--- src/hcf_pkg.sv ---
// Shared types and constants for the heading complementary filter.
package hcf_pkg;
   localparam int FullTurn = 23040;
   localparam int TableLen = 24;
   localparam int ZW = 28;

   typedef enum logic [2:0] {
      REG_X_OFFSET = 3'd0, REG_Y_OFFSET = 3'd1, REG_X_HALF = 3'd2, REG_Y_HALF = 3'd3,
      REG_GYRO_BIAS = 3'd4, REG_PERIOD_GAIN = 3'd5, REG_GYRO_SHARE = 3'd6,
      REG_UNUSED = 3'd7
   } reg_index_type;

   typedef struct packed {
      logic               command;
      logic               capture_ref;
      logic signed [15:0] mag_x;
      logic signed [15:0] mag_y;
      logic signed [15:0] gyro_z;
   } word_type;

   typedef struct packed {
      logic signed [15:0] x_offset;
      logic signed [15:0] y_offset;
      logic [14:0]        x_half;
      logic [14:0]        y_half;
      logic signed [15:0] gyro_bias;
      logic [15:0]        period_gain;
      logic [8:0]         gyro_share;
   } config_type;

   function automatic logic signed [ZW-1:0] atan_entry(input logic [4:0] i);
      logic signed [ZW-1:0] v;
      case (i)
         5'd0: v = 28'sd11796480;  5'd1: v = 28'sd6963869;  5'd2: v = 28'sd3679517;
         5'd3: v = 28'sd1867780;   5'd4: v = 28'sd937515;   5'd5: v = 28'sd469214;
         5'd6: v = 28'sd234664;    5'd7: v = 28'sd117339;   5'd8: v = 28'sd58671;
         5'd9: v = 28'sd29335;     5'd10: v = 28'sd14668;   5'd11: v = 28'sd7334;
         5'd12: v = 28'sd3667;     5'd13: v = 28'sd1833;    5'd14: v = 28'sd917;
         5'd15: v = 28'sd458;      5'd16: v = 28'sd229;     5'd17: v = 28'sd115;
         5'd18: v = 28'sd57;       5'd19: v = 28'sd29;      5'd20: v = 28'sd14;
         5'd21: v = 28'sd7;        5'd22: v = 28'sd4;       5'd23: v = 28'sd2;
         default: v = '0;
      endcase
      return v;
   endfunction
endpackage

--- src/hcf_front.sv ---
// Front end: takes input words into a two-entry queue.
module hcf_front (
   input  logic              clock,
   input  logic              reset,
   input  logic              req_valid,
   output logic              req_stall,
   input  hcf_pkg::word_type in_word,
   output logic              q_valid,
   input  logic              q_take,
   output hcf_pkg::word_type q_word
);
   import hcf_pkg::*;
   word_type  mem_ff [2];
   logic      wp_ff, rp_ff;
   logic [1:0] cnt_ff;
   logic push;

   assign req_stall = (cnt_ff == 2'd2);
   assign push = req_valid && !req_stall;
   assign q_valid = (cnt_ff != 2'd0);
   assign q_word = mem_ff[rp_ff];

   always_ff @(posedge clock) begin
      if (push) mem_ff[wp_ff] <= in_word;
      if (reset) begin
         wp_ff <= 1'b0; rp_ff <= 1'b0; cnt_ff <= 2'd0;
      end else begin
         if (push) wp_ff <= ~wp_ff;
         if (q_take) rp_ff <= ~rp_ff;
         cnt_ff <= cnt_ff + 2'(push) - 2'(q_take);
      end
   end
endmodule

--- config.mk ---
export PLATFORM = sky130hd
export DESIGN_NAME = hcf_front
export DESIGN_NICKNAME = d
export VERILOG_FILES = /design/src/hcf_pkg.sv /design/src/hcf_front.sv
export SDC_FILE = /design/constraint.sdc
export NUM_CORES = 1
export LEC_CHECK = 0
export ABC_AREA = 1
export BUFFER_PORTS_ARGS = -buffer_cell sky130_fd_sc_hd__buf_2
export CAP_MARGIN = 15
export CELL_PAD_IN_SITES_DETAIL_PLACEMENT = 1
export CELL_PAD_IN_SITES_GLOBAL_PLACEMENT = 1
export CORE_ASPECT_RATIO = 0.6
export CORE_MARGIN = 4
export CORE_UTILIZATION = 40
export CTS_CLUSTER_DIAMETER = 40
export DETAILED_ROUTE_END_ITERATION = 8
export PLACE_DENSITY = 0.75
export RECOVER_POWER = 25
export SLEW_MARGIN = 5
export SYNTH_ARGS = -nofsm -noshare
export SYNTH_HDL_FRONTEND = slang
export SYNTH_SLANG_ARGS = --single-unit
--- constraint.sdc ---
create_clock -name clock -period 3 [get_ports clock]
set_clock_uncertainty 0.2 [all_clocks]
set_input_delay 0.15 -clock clock [delete_from_list [all_inputs] [get_ports clock]]
set_output_delay 0.15 -clock clock [all_outputs]
set_load 0.02 [all_outputs]
* Word level (Yosys, flattened, before mapping)
Memories as Yosys holds them, arrays and structs flattened. A register that Yosys moved wholly into a read port is not among the register bits.
Cells that the tools add are included.
Widths: inputs -> output; s select.
** Operators by class
- Add/subtract/negate cells :: 2
- Equal/unequal tests :: 1
- Mux-type cells :: 4
- Bitwise operators :: 2
- Reductions and logical operators :: 3
** Operator list (count)
- $mux 1 :: 4
- $add 2x1->2 :: 1
- $eq 2x2->1 const B :: 1
- $not 1->1 :: 2
- $reduce_bool 2->1 :: 1
- $sub 2x1->2 :: 1
- $logic_and 1x1->1 :: 1
- $logic_not 1->1 :: 1
** Storage, ports and cells
- Register bits :: 4
- Memory bits (writable) :: 100
- Output and inout port bits :: 52
- Word-level logic and storage cells :: 16
- Memories kept :: 1
** Memories
- mem_ff :: depth 2, bits a word 50, read ports 1, clocked after Yosys merged registers in 1, write ports 1, line hcf_front.sv:13 : word_type mem_ff [2];

* Depth between registers and ports, before layout
Gate-level depths: netlist of run 1.
- Word-level depth :: 5
- Mapped depth :: 11
- Mapped depth without buffers :: 11

* Worst setup path before layout of run 1
No wires, ideal clock.
- Path kind :: register to register
- Start point :: register cnt_ff[0]
- End point :: memory mem_ff[0][0] in the netlist's numbering (enable)
- Arrival time :: 2.632 ns
- Slack :: -0.290 ns
- Stages on the path, launching flop included :: 5
- Cells stage by stage :: dfxtp_1 > inv_1 > nand2_1 > nand2_1 > nor2_1
** On the way
- Longest elaborated chain between the ends :: 5
** RTL lines
- start: declaration :: line hcf_front.sv:15 : logic [1:0] cnt_ff;
- start signal: assignment :: line hcf_front.sv:30 : cnt_ff <= cnt_ff + 2'(push) - 2'(q_take);
- $eq 2x2->1 :: line hcf_front.sv:18 : assign req_stall = (cnt_ff == 2'd2);
- $logic_not 1->1 :: line hcf_front.sv:19 : assign push = req_valid && !req_stall;
- $logic_and 1x1->1 :: line hcf_front.sv:19
- $mux 1 :: line hcf_front.sv:24 : if (push) mem_ff[wp_ff] <= in_word;
- $mux 1 (not written as such) :: line hcf_front.sv:24
- end: declaration :: line hcf_front.sv:13
No other way between the ends.

==> results of run 1 <==
==> final timing paths <==
path | startpoint | endpoint | slack [ns]
max | register | q_word[11] | 0.85
min | rp_ff$_SDFFE_PP0P_ | rp_ff$_SDFFE_PP0P_ | 0.32
max reg2reg | cnt_ff[0]$_SDFF_PP0_ | mem_ff[1][44]$_DFFE_PP_ | 1.10
min reg2reg | rp_ff$_SDFFE_PP0P_ | rp_ff$_SDFFE_PP0P_ | 0.32
==> where the power goes <==
group          leakage (nW)  switching [mW]  internal [mW]
Clock                 0.139           0.486          0.637
Sequential            0.974          0.0518           1.75
Combinational          1.06           0.339          0.297
==> flip-flops by register name, indices dropped and copies added, names as in the netlist, named ones only <==
| register | flops |
|---|---|
| rp_ff | 1 |
| mem_ff | 100 |
| wp_ff | 1 |
| cnt_ff | 2 |
==> worst max-delay path: stages (launching register included) <==
cell     delay [ns]
dfxtp_4        0.63
buf_12         0.29
mux2_4         0.34
buf_2          0.16
==> area by class of cell <==
cell class / instances / area [um^2]
sequential: 105 / 3107
inverter: 8 / 30.03
fill: 976 / 4385
clock inverter: 6 / 60.06
timing repair buffer: 162 / 1077
tap: 135 / 168.9
multi-input combinational: 70 / 860.8
clock buffer: 9 / 225.2
==> through the flow <==
step | area [um^2] | worst slack [ns] | instances
floorplan | 4100 | 0.5415 | 189
global placement | 4747 | 1.185 | 427
detailed placement | 4747 | 1.073 | 427
CTS | 5563 | 0.8196 | 495
global route | 5529 | 0.7793 | 495
finish | 5529 | 0.8461 | 495
==> cells by family after synthesis <==
logic type	share of synthesized area (%)
AO/OA/AOI/OAI	0.2443
multiplexers	18.32
AND/OR/NAND/NOR	1.435
buffers and inverters	3.450
adder cells (fa/ha/maj)	0.6106
XOR/XNOR	0.2138
flip-flops	75.73
==> layout by cell type (no fill, tap or decap) <==
cell and instances:
edfxtp_1 100, buf_2 78, dlygate4sd3_1 53, mux2_4 50, clkbuf_1 27, clkbuf_16 9
inv_1 7, nand2_1 7, nor2_1 5, dfxtp_1 4, nand3_1 2, a21oi_1 2
ha_1 2, clkinv_2 2, buf_4 2, buf_12 2, inv_2 1, nor2_4 1
xnor2_1 1, dfxtp_4 1, clkinv_1 1, clkinvlp_4 1, clkinv_4 1, bufinv_16 1
==> what timing repair did <==
action	4_1_cts	5_1_grt
setup buffers	0	0
endpoints found under the hold margin	105	0
hold buffers	53	0
setup endpoints to repair	0	0
==> metal layers <==
layer	up-vias	global-route usage [%]	wire (um)
met5	-	0	0
met4	0	3.464	80
met3	9	5.678	692
met2	88	25.35	4128
met1	1089	18.77	3580
li1	1052	-	-
==> impl_results.md, run 1 <==
* Status: complete, no violations
* Seq/Total Area, Yosys at 75.73%
* Peak supply drop at ~0.00035 V
* Core area at 0.009915 mm^2
* Startpoint Class: register
* Crit Path Max Fanout at 28
* Synth top cells by count: edfxtp_1, mux2_4, inv_1, nand2_1, nor2_1
* Initial core utilization at 41.33%
* Mean area per synthesized cell at 21.68 um^2
* Share of the synthesized area in the top cell type at 73.28%
* Diodes inserted at 0
* First-pass GRT wire length at between 10 and 15 mm
* Hold Fails Final Rpt at 0
* Overall power consumption at between 3 and 4 mW
* Worst R2R Path Depth at 5
* Root buffer cell: clkbuf_16
* Drt first pass iters at 4
* Worst EP arrival at about 1.8 ns
* # Max-Cap Violations at 0
* Least-Margin Pin Slew at 0.5755 ns
* Proportion of layout cells with a drive suffix above 1 at roughly two fifths
* Post-synthesis register bit count at roughly 110
* Antenna Nets Post-Route at 0
* Max-slew headroom at slightly above 60%
* Clock buffer depth at 2
* Final setup vio count at 0
* Top Ports at 106
* Synth top area cells: edfxtp_1, mux2_4, buf_12
* Clock slew at reported path FFs at ~0.07 ns
* Clock Latency Late Sink at 0.34 ns
* Avg WL per Cell at ~17 um
* Final nets at 412
* Largest net degree at the start of global routing at 29
* Post-Syn Instances at around 190
* CTS sink cnt at about 110
* Pwr Density at 644.6 mW/mm^2
* Hpwl dp at 5.513 mm
* Setup crit end kind: primary output
* Antenna violations before repair at 0
* Remaining DRCs at 0
* Standard-cell rows at 28
* Fin crit period at 2.154 ns
* # port buffers at around 110
* Synth async-reset ratio at 0%
* GP Congestion at just over 0.7
* Leak at 2.173 nW
* Routed wire length at ~8.5 mm
* WHS Path Cells at 2
* Mapped Nets at 245
* Worst path required time at between 2 and 3 ns
* Vias at about 2200
* Hold Slack at ~0.32 ns
* Unrepaired setup endpoints after global routing: false
* Number of global-route vias before repair at approximately 2500
* Max-slew violation count at 0
* Synth-to-layout area growth at 34.93%
* Die H at around 86 um
* Synthesized area at 0.004098 mm^2
* Biggest area consumer among synthesized cells: edfxtp_1
* Ys flop type: edfxtp_1
* TritonCTS Buffers at 9
* CTS tree: done
* Setup TNS Final at 0 ns
* Yosys warning total at 0
* Most frequent cell after synthesis: edfxtp_1
* F_max at about 460 MHz
* Post-route clock period utilization at between 70% and 80%
* EDFF count, synth at 100
* Die W at 138.7 um
* HP Class: reg2reg
* Die area at ~0.012 mm^2
* Netlist cell types at 12
* H-tree depth at 3
* GRT Total Usage at approximately 15%
* Initial DRC Count at roughly 100
* Via density at between 4 and 5
* GRT overflow at 0
* Post-Route Utilization at between 50 and 60%
* Crit Path Class: reg2out
* Post_cts resized at 0
Power figures use the tool's default switching activity.
==> inputs of run 2 (changes only) <==
- CORE_UTILIZATION: 40 -> 42
- PLACE_DENSITY: 0.75 -> 0.76
- clock period: 3 -> 2 ns (I/O delays scaled with it)
==> impl_results.md, run 2 (synthesis results as in run 1) <==
* Initial core utilization at 43.95% (+2.6 points)
* Top Ports at 106 (unchanged)
* Via density at 4.534 (+0.29%)
* Unrepaired setup endpoints after global routing: false
* Max reg flops at 100 (unchanged)
* First-pass GRT wire length at 13.46 mm (-0.81%)
* Die W at 135.5 um (-2.3%)
* GRT Total Usage at 15.60% (+0.58 points)
* Largest net degree at the start of global routing at 31 (+6.9%)
* # port buffers at 105 (unchanged)
* Switching power total at 1.298 mW (+48%)
* Final setup vio count at 0 (unchanged)
* HP Class: in2reg
* Hpwl dp at 5.438 mm (-1.3%)
* Clock slew at reported path FFs at 0.06 ns (about the same)
* Worst EP arrival at 1.60 ns (-0.20 ns)
* Diodes inserted at 0 (unchanged)
* Crit Path Max Fanout at 19 (-32%)
* Slowest cell delay on critical path at 0.52 ns (-0.11 ns)
* Synth-to-layout area growth at 36.70%
* Final Non-Filler Cells at 494 (-0.20%)
* Hold Slack at 0.2873 ns (-0.03417 ns)
* Setup crit end kind: primary output
* Worst path required time at 1.70 ns (-0.95 ns)
* Number of fill cells in the layout at 892 (-8.6%)
* Drt first pass iters at 4 (unchanged)
* Top flop regs: mem_ff x100, cnt_ff x2
* Root buffer cell: clkbuf_16
* Vias at 2240 (+0.089%)
* TritonCTS Buffers at 9 (unchanged)
* Max-slew headroom at 79.96% (+18 points)
* Startpoint Class: register
* Clock buffer depth at 2 (unchanged)
* Largest register by flop count: mem_ff
* Post-route clock period utilization at around 95%
* Setup TNS Final at 0 ns (unchanged)
* Standard-cell rows at 27 (-3.6%)
* Routed wire length at 8.409 mm (-0.85%)
* Most common cell after layout, fill and taps aside: edfxtp_1
* Antenna Nets Post-Route at 0 (unchanged)
* Setup Buffers After CTS at 0 (unchanged)
* Sw frac at 23.65% (-0.96 points)
* Pwr Density at 979.8 mW/mm^2 (+52%)
* Crit Path Class: reg2out
* Die H at 84.51 um (-2.2%)
* CTS tree: done
* F_max at 526.3 MHz
* Least-Margin Pin Slew at 0.3006 ns (-0.2749 ns)
* Hold Fails Final Rpt at 0 (unchanged)
* Final nets at 415 (+0.73%)
* Crit-path cells: buf_12, mux2_4, buf_2
* Antenna violations before repair at 0 (unchanged)
* Overall power consumption at 5.488 mW (+54%)
* Combinational power share at 18.1% (+0.2 points)
* Worst reg-to-reg setup slack at 0.19 ns (-0.91 ns)
* Clk pwr share at 32.8% (+1.3 points)
* P_int at 4.190 mW (+56%)
* Seq pwr share at 49.1% (-1.5 points)
* Commonest cells after routing, fill and taps aside: edfxtp_1, buf_2, dlygate4sd3_1
* Die area at 0.01145 mm^2 (-4.4%)
* H-tree depth at 3 (unchanged)
* Core area at 0.009324 mm^2 (-6.0%)
* Remaining DRCs at 0 (unchanged)
* Proportion of layout cells with a drive suffix above 1 at 42.03% (+0.64 points)
* Placed insts at 424 (-0.70%)
* Clock Latency Late Sink at 0.33 ns (about the same)
* Peak supply drop at 0.0006678 V (+92%)
* Fin crit period at approximately 1.9 ns
* Number of global-route vias before repair at 2548 (+2.4%)
* GP Congestion at 0.7110 (+0.69%)
* Avg WL per Cell at 17.02 um (-0.65%)
* # Max-Cap Violations at 0 (unchanged)
* Leak at 2.209 nW (+1.7%)
* Critical path's slowest cell: dfxtp_4
* Initial DRC Count at 68 (-35%)
* Max-slew violation count at 0 (unchanged)
* CTS sink cnt at 105 (unchanged)
* Status: complete, no violations
* GRT overflow at 0 (unchanged)
run 2: layout make-up:
| class | count | area, um^2 | share of cell area (%) |
|---|---|---|---|
| Sequential cell | 105 | 3107 | 55.46 |
| Timing Repair Buffer | 165 | 1132 | 20.21 |
| Multi-Input combinational cell | 70 | 860.8 | 15.37 |
| Clock buffer | 13 | 240.2 | 4.289 |
| Tap cell | 130 | 162.7 | 2.904 |
| Clock inverter | 3 | 65.06 | 1.161 |
| Inverter | 8 | 33.78 | 0.6031 |
run 2: path summary, 6_finish.rpt:
check,start,endpoint,cells past startpoint
max reg2reg,cnt_ff[0]$_SDFF_PP0_,cnt_ff[1]$_SDFF_PP0_,10
min reg2reg,rp_ff$_SDFFE_PP0P_,rp_ff$_SDFFE_PP0P_,2
min,in_word[0],mem_ff[0][0]$_DFFE_PP_,2
max,register,q_word[37],3
run 2: per-layer routing:
layer | global-route usage [%] | routed length [um]
met1 | 19.49 | 3583
met2 | 24.95 | 3975
met3 | 6.347 | 741
met4 | 5.124 | 108
met5 | 0 | 0
run 2: worst max-delay path: cells and delay by family, from the launching register on:
family                 cells  cell delay [ns]
multiplexers               1             0.33
flip-flops                 1             0.52
buffers and inverters      2             0.39
run 2: repair_timing:
item | in CTS | in global routing
hold buffers | 54 | 0
gates resized for setup | 0 | 0
endpoints found under the hold margin | 105 | 0
run 2: power by group through the flow:
stage	clock (mW)	sequential, mW	combinational, mW
floorplan	0	2.71	0.649
global placement	0	2.73	0.901
detailed placement	0	2.74	0.920
CTS	1.87	2.70	1.01
global route	1.96	2.71	1.07
finish	1.80	2.69	0.993
run 2: stage by stage:
| stage | setup WS, ns | util (%) | cell area [um^2] |
|---|---|---|---|
| finish | 0.1001 | 60.08 | 5602 |
| global placement | 0.3372 | 51.32 | 4785 |
| CTS | 0.07283 | 60.39 | 5630 |
| floorplan | 0.08124 | - | 4109 |
| detailed placement | 0.1872 | 51.32 | 4785 |
| global route | 0.01983 | 60.08 | 5602 |
==> inputs of run 3 (changes only) <==
- CORE_UTILIZATION: 42 -> 44
- PLACE_DENSITY: 0.76 -> 0.85
==> impl_results.md, run 3 (synthesis results as in run 1) <==
* Status: complete, no violations
* Cell family with most CP delay: buffers and inverters
* # Max-Cap Violations at 0 (unchanged)
* Overall power consumption at 5.241 mW (-4.5%)
* Placed insts at 408 (-3.8%)
* Met2 WL at 4.481 mm (+13%)
* Die H at 82.75 um (-2.1%)
* Worst path required time at 1.70 ns (about the same)
* Total placed instance area at 0.004740 mm^2 (-0.94%)
* Max reg flops at 100 (unchanged)
* Final Non-Filler Cells at 477 (-3.4%)
* Clock buffer depth at 2 (unchanged)
* Drt first pass iters at 4 (unchanged)
* Antenna violations before repair at 0 (unchanged)
* Number of global-route vias before repair at 2521 (-1.1%)
* Synth-to-layout area growth at 34.11%
* Clock slew at reported path FFs at 0.07 ns (about the same)
* F_max at 540.0 MHz (+2.6%)
* Hold Fails Final Rpt at 0 (unchanged)
* Worst EP arrival at 1.55 ns (-0.05 ns)
* Max-slew violation count at 0 (unchanged)
* Final nets at 416 (+0.24%)
* Core area at 0.008783 mm^2 (-5.8%)
* Root buffer cell: clkbuf_16
* Place WS at 0.2018 ns (+0.01460 ns)
* Final setup vio count at 0 (unchanged)
* Pwr Density at 953.8 mW/mm^2 (-2.7%)
* Least-Margin Pin Slew at 0.3724 ns (+0.07182 ns)
* Peak supply drop at 0.0005804 V (-13%)
* Critical path's slowest cell: dfxtp_4
* Unrepaired setup endpoints after global routing: false
* Die area at 0.01097 mm^2 (-4.2%)
* Largest net degree at the start of global routing at 31 (unchanged)
* Post-route clock period utilization at 92.59% (-2.4 points)
* Crit-path cells: buf_4, mux2_4, buf_2
* Detail Route met3 WL at 481 um (-35%)
* Post-Route Utilization at 62.56% (+2.5 points)
* Leak at 2.155 nW (-2.5%)
* Post_cts resized at 0 (unchanged)
* Antenna Nets Post-Route at 0 (unchanged)
* Startpoint Class: register
* Remaining DRCs at 0 (unchanged)
* Worst path bufs/invs at 2 (unchanged)
* Most common cell after layout, fill and taps aside: edfxtp_1
* Initial DRC Count at 123 (+81%)
* Standard-cell rows at 26 (-3.7%)
* Initial core utilization at 46.65% (+2.7 points)
* Routed wire length at 8.905 mm (+5.9%)
* GRT overflow at 0 (unchanged)
* CTS sink cnt at 105 (unchanged)
* Setup crit end kind: primary output
* Top Ports at 106 (unchanged)
* Die W at 132.6 um (-2.2%)
* GRT Total Usage at 16.99% (+1.4 points)
* Final instance area at 0.005495 mm^2 (-1.9%)
* Largest register by flop count: mem_ff
* # port buffers at 105 (unchanged)
* M1 wire length at 3.898 mm (+8.8%)
* GP Congestion at 0.7387 (+3.9%)
* Hpwl dp at 5.867 mm (+7.9%)
* CTS tree: done
* Number of fill cells in the layout at 817 (-8.4%)
* Commonest cells after routing, fill and taps aside: edfxtp_1, buf_2, dlygate4sd3_1
* Vias at 2263 (+1.0%)
* Diodes inserted at 0 (unchanged)
* Avg WL per Cell at 18.67 um (+9.7%)
* Setup TNS Final at 0 ns (unchanged)
* H-tree depth at 3 (unchanged)
* Fin crit period at 1.852 ns (-0.04802 ns)
* Clock Latency Late Sink at 0.33 ns (about the same)
* Max-slew headroom at 75.17% (-4.8 points)
* Crit Path Max Fanout at 19 (unchanged)
* Top flop regs: mem_ff x100, cnt_ff x2
* Highest routed layer: met4
* Hold Slack at 0.3009 ns (+0.01362 ns)
* Via density at 4.744 (+4.6%)
* Slowest cell delay on critical path at 0.35 ns (-0.17 ns)
* Crit Path Class: reg2out
* First-pass GRT wire length at 13.88 mm (+3.1%)
* Worst Setup Slack, final at 0.1481 ns (+0.04802 ns)
* HP Class: in2reg
* Proportion of layout cells with a drive suffix above 1 at 40.00% (-2.0 points)
* TritonCTS Buffers at 9 (unchanged)
## run 3: cell types whose count changed in the layout (fill, tap and decap cells not counted)
cell / delta
buf_2: -8
bufinv_16: -2
buf_4: +5
dlygate4sd3_1: -1
clkinv_1: +2
buf_12: -3
clkinv_2: -1
clkinvlp_4: +1
buf_1: +1
clkbuf_2: -1
clkinv_4: +2
clkbuf_1: +6
## run 3: area by class of cell
cell class	instances	area [um^2]	share of cell area, %
Inverter	8	33.78	0.6148
Tap cell	112	140.1	2.550
Timing Repair Buffer	166	1089	19.81
Clock buffer	11	232.7	4.235
Multi-Input combinational cell	70	860.8	15.66
Sequential cell	105	3107	56.53
Clock inverter	5	32.53	0.5920
## run 3: repair_timing
action                                  4_1_cts  5_1_grt
setup buffers                                 0        0
hold buffers                                 53        0
endpoints found under the setup margin        0        0
endpoints found under the hold margin       105        0
## run 3: worst paths after layout
| path | cells past startpoint | slack (ns) | start | endpoint |
|---|---|---|---|---|
| worst max-delay path | 3 | 0.15 | register | q_word[14] |
| worst min-delay path | 2 | 0.30 | in_word[26] | mem_ff[1][26]$_DFFE_PP_ |
| worst max register to register | 10 | 0.20 | cnt_ff[0]$_SDFF_PP0_ | cnt_ff[1]$_SDFF_PP0_ |
| worst min register to register | 2 | 0.33 | rp_ff$_SDFFE_PP0P_ | rp_ff$_SDFFE_PP0P_ |
## run 3: per-layer routing
metal,vias to the layer above,track usage [%]
li1,1061,-
met1,1120,21.01
met2,78,30.06
met3,4,5.085
met4,0,4.046
met5,-,0
## run 3: power by group
part           leakage, nW  switching, mW  internal, mW
clock                0.125          0.723         0.841
combinational         1.06          0.542         0.451
sequential           0.974         0.0568          2.63
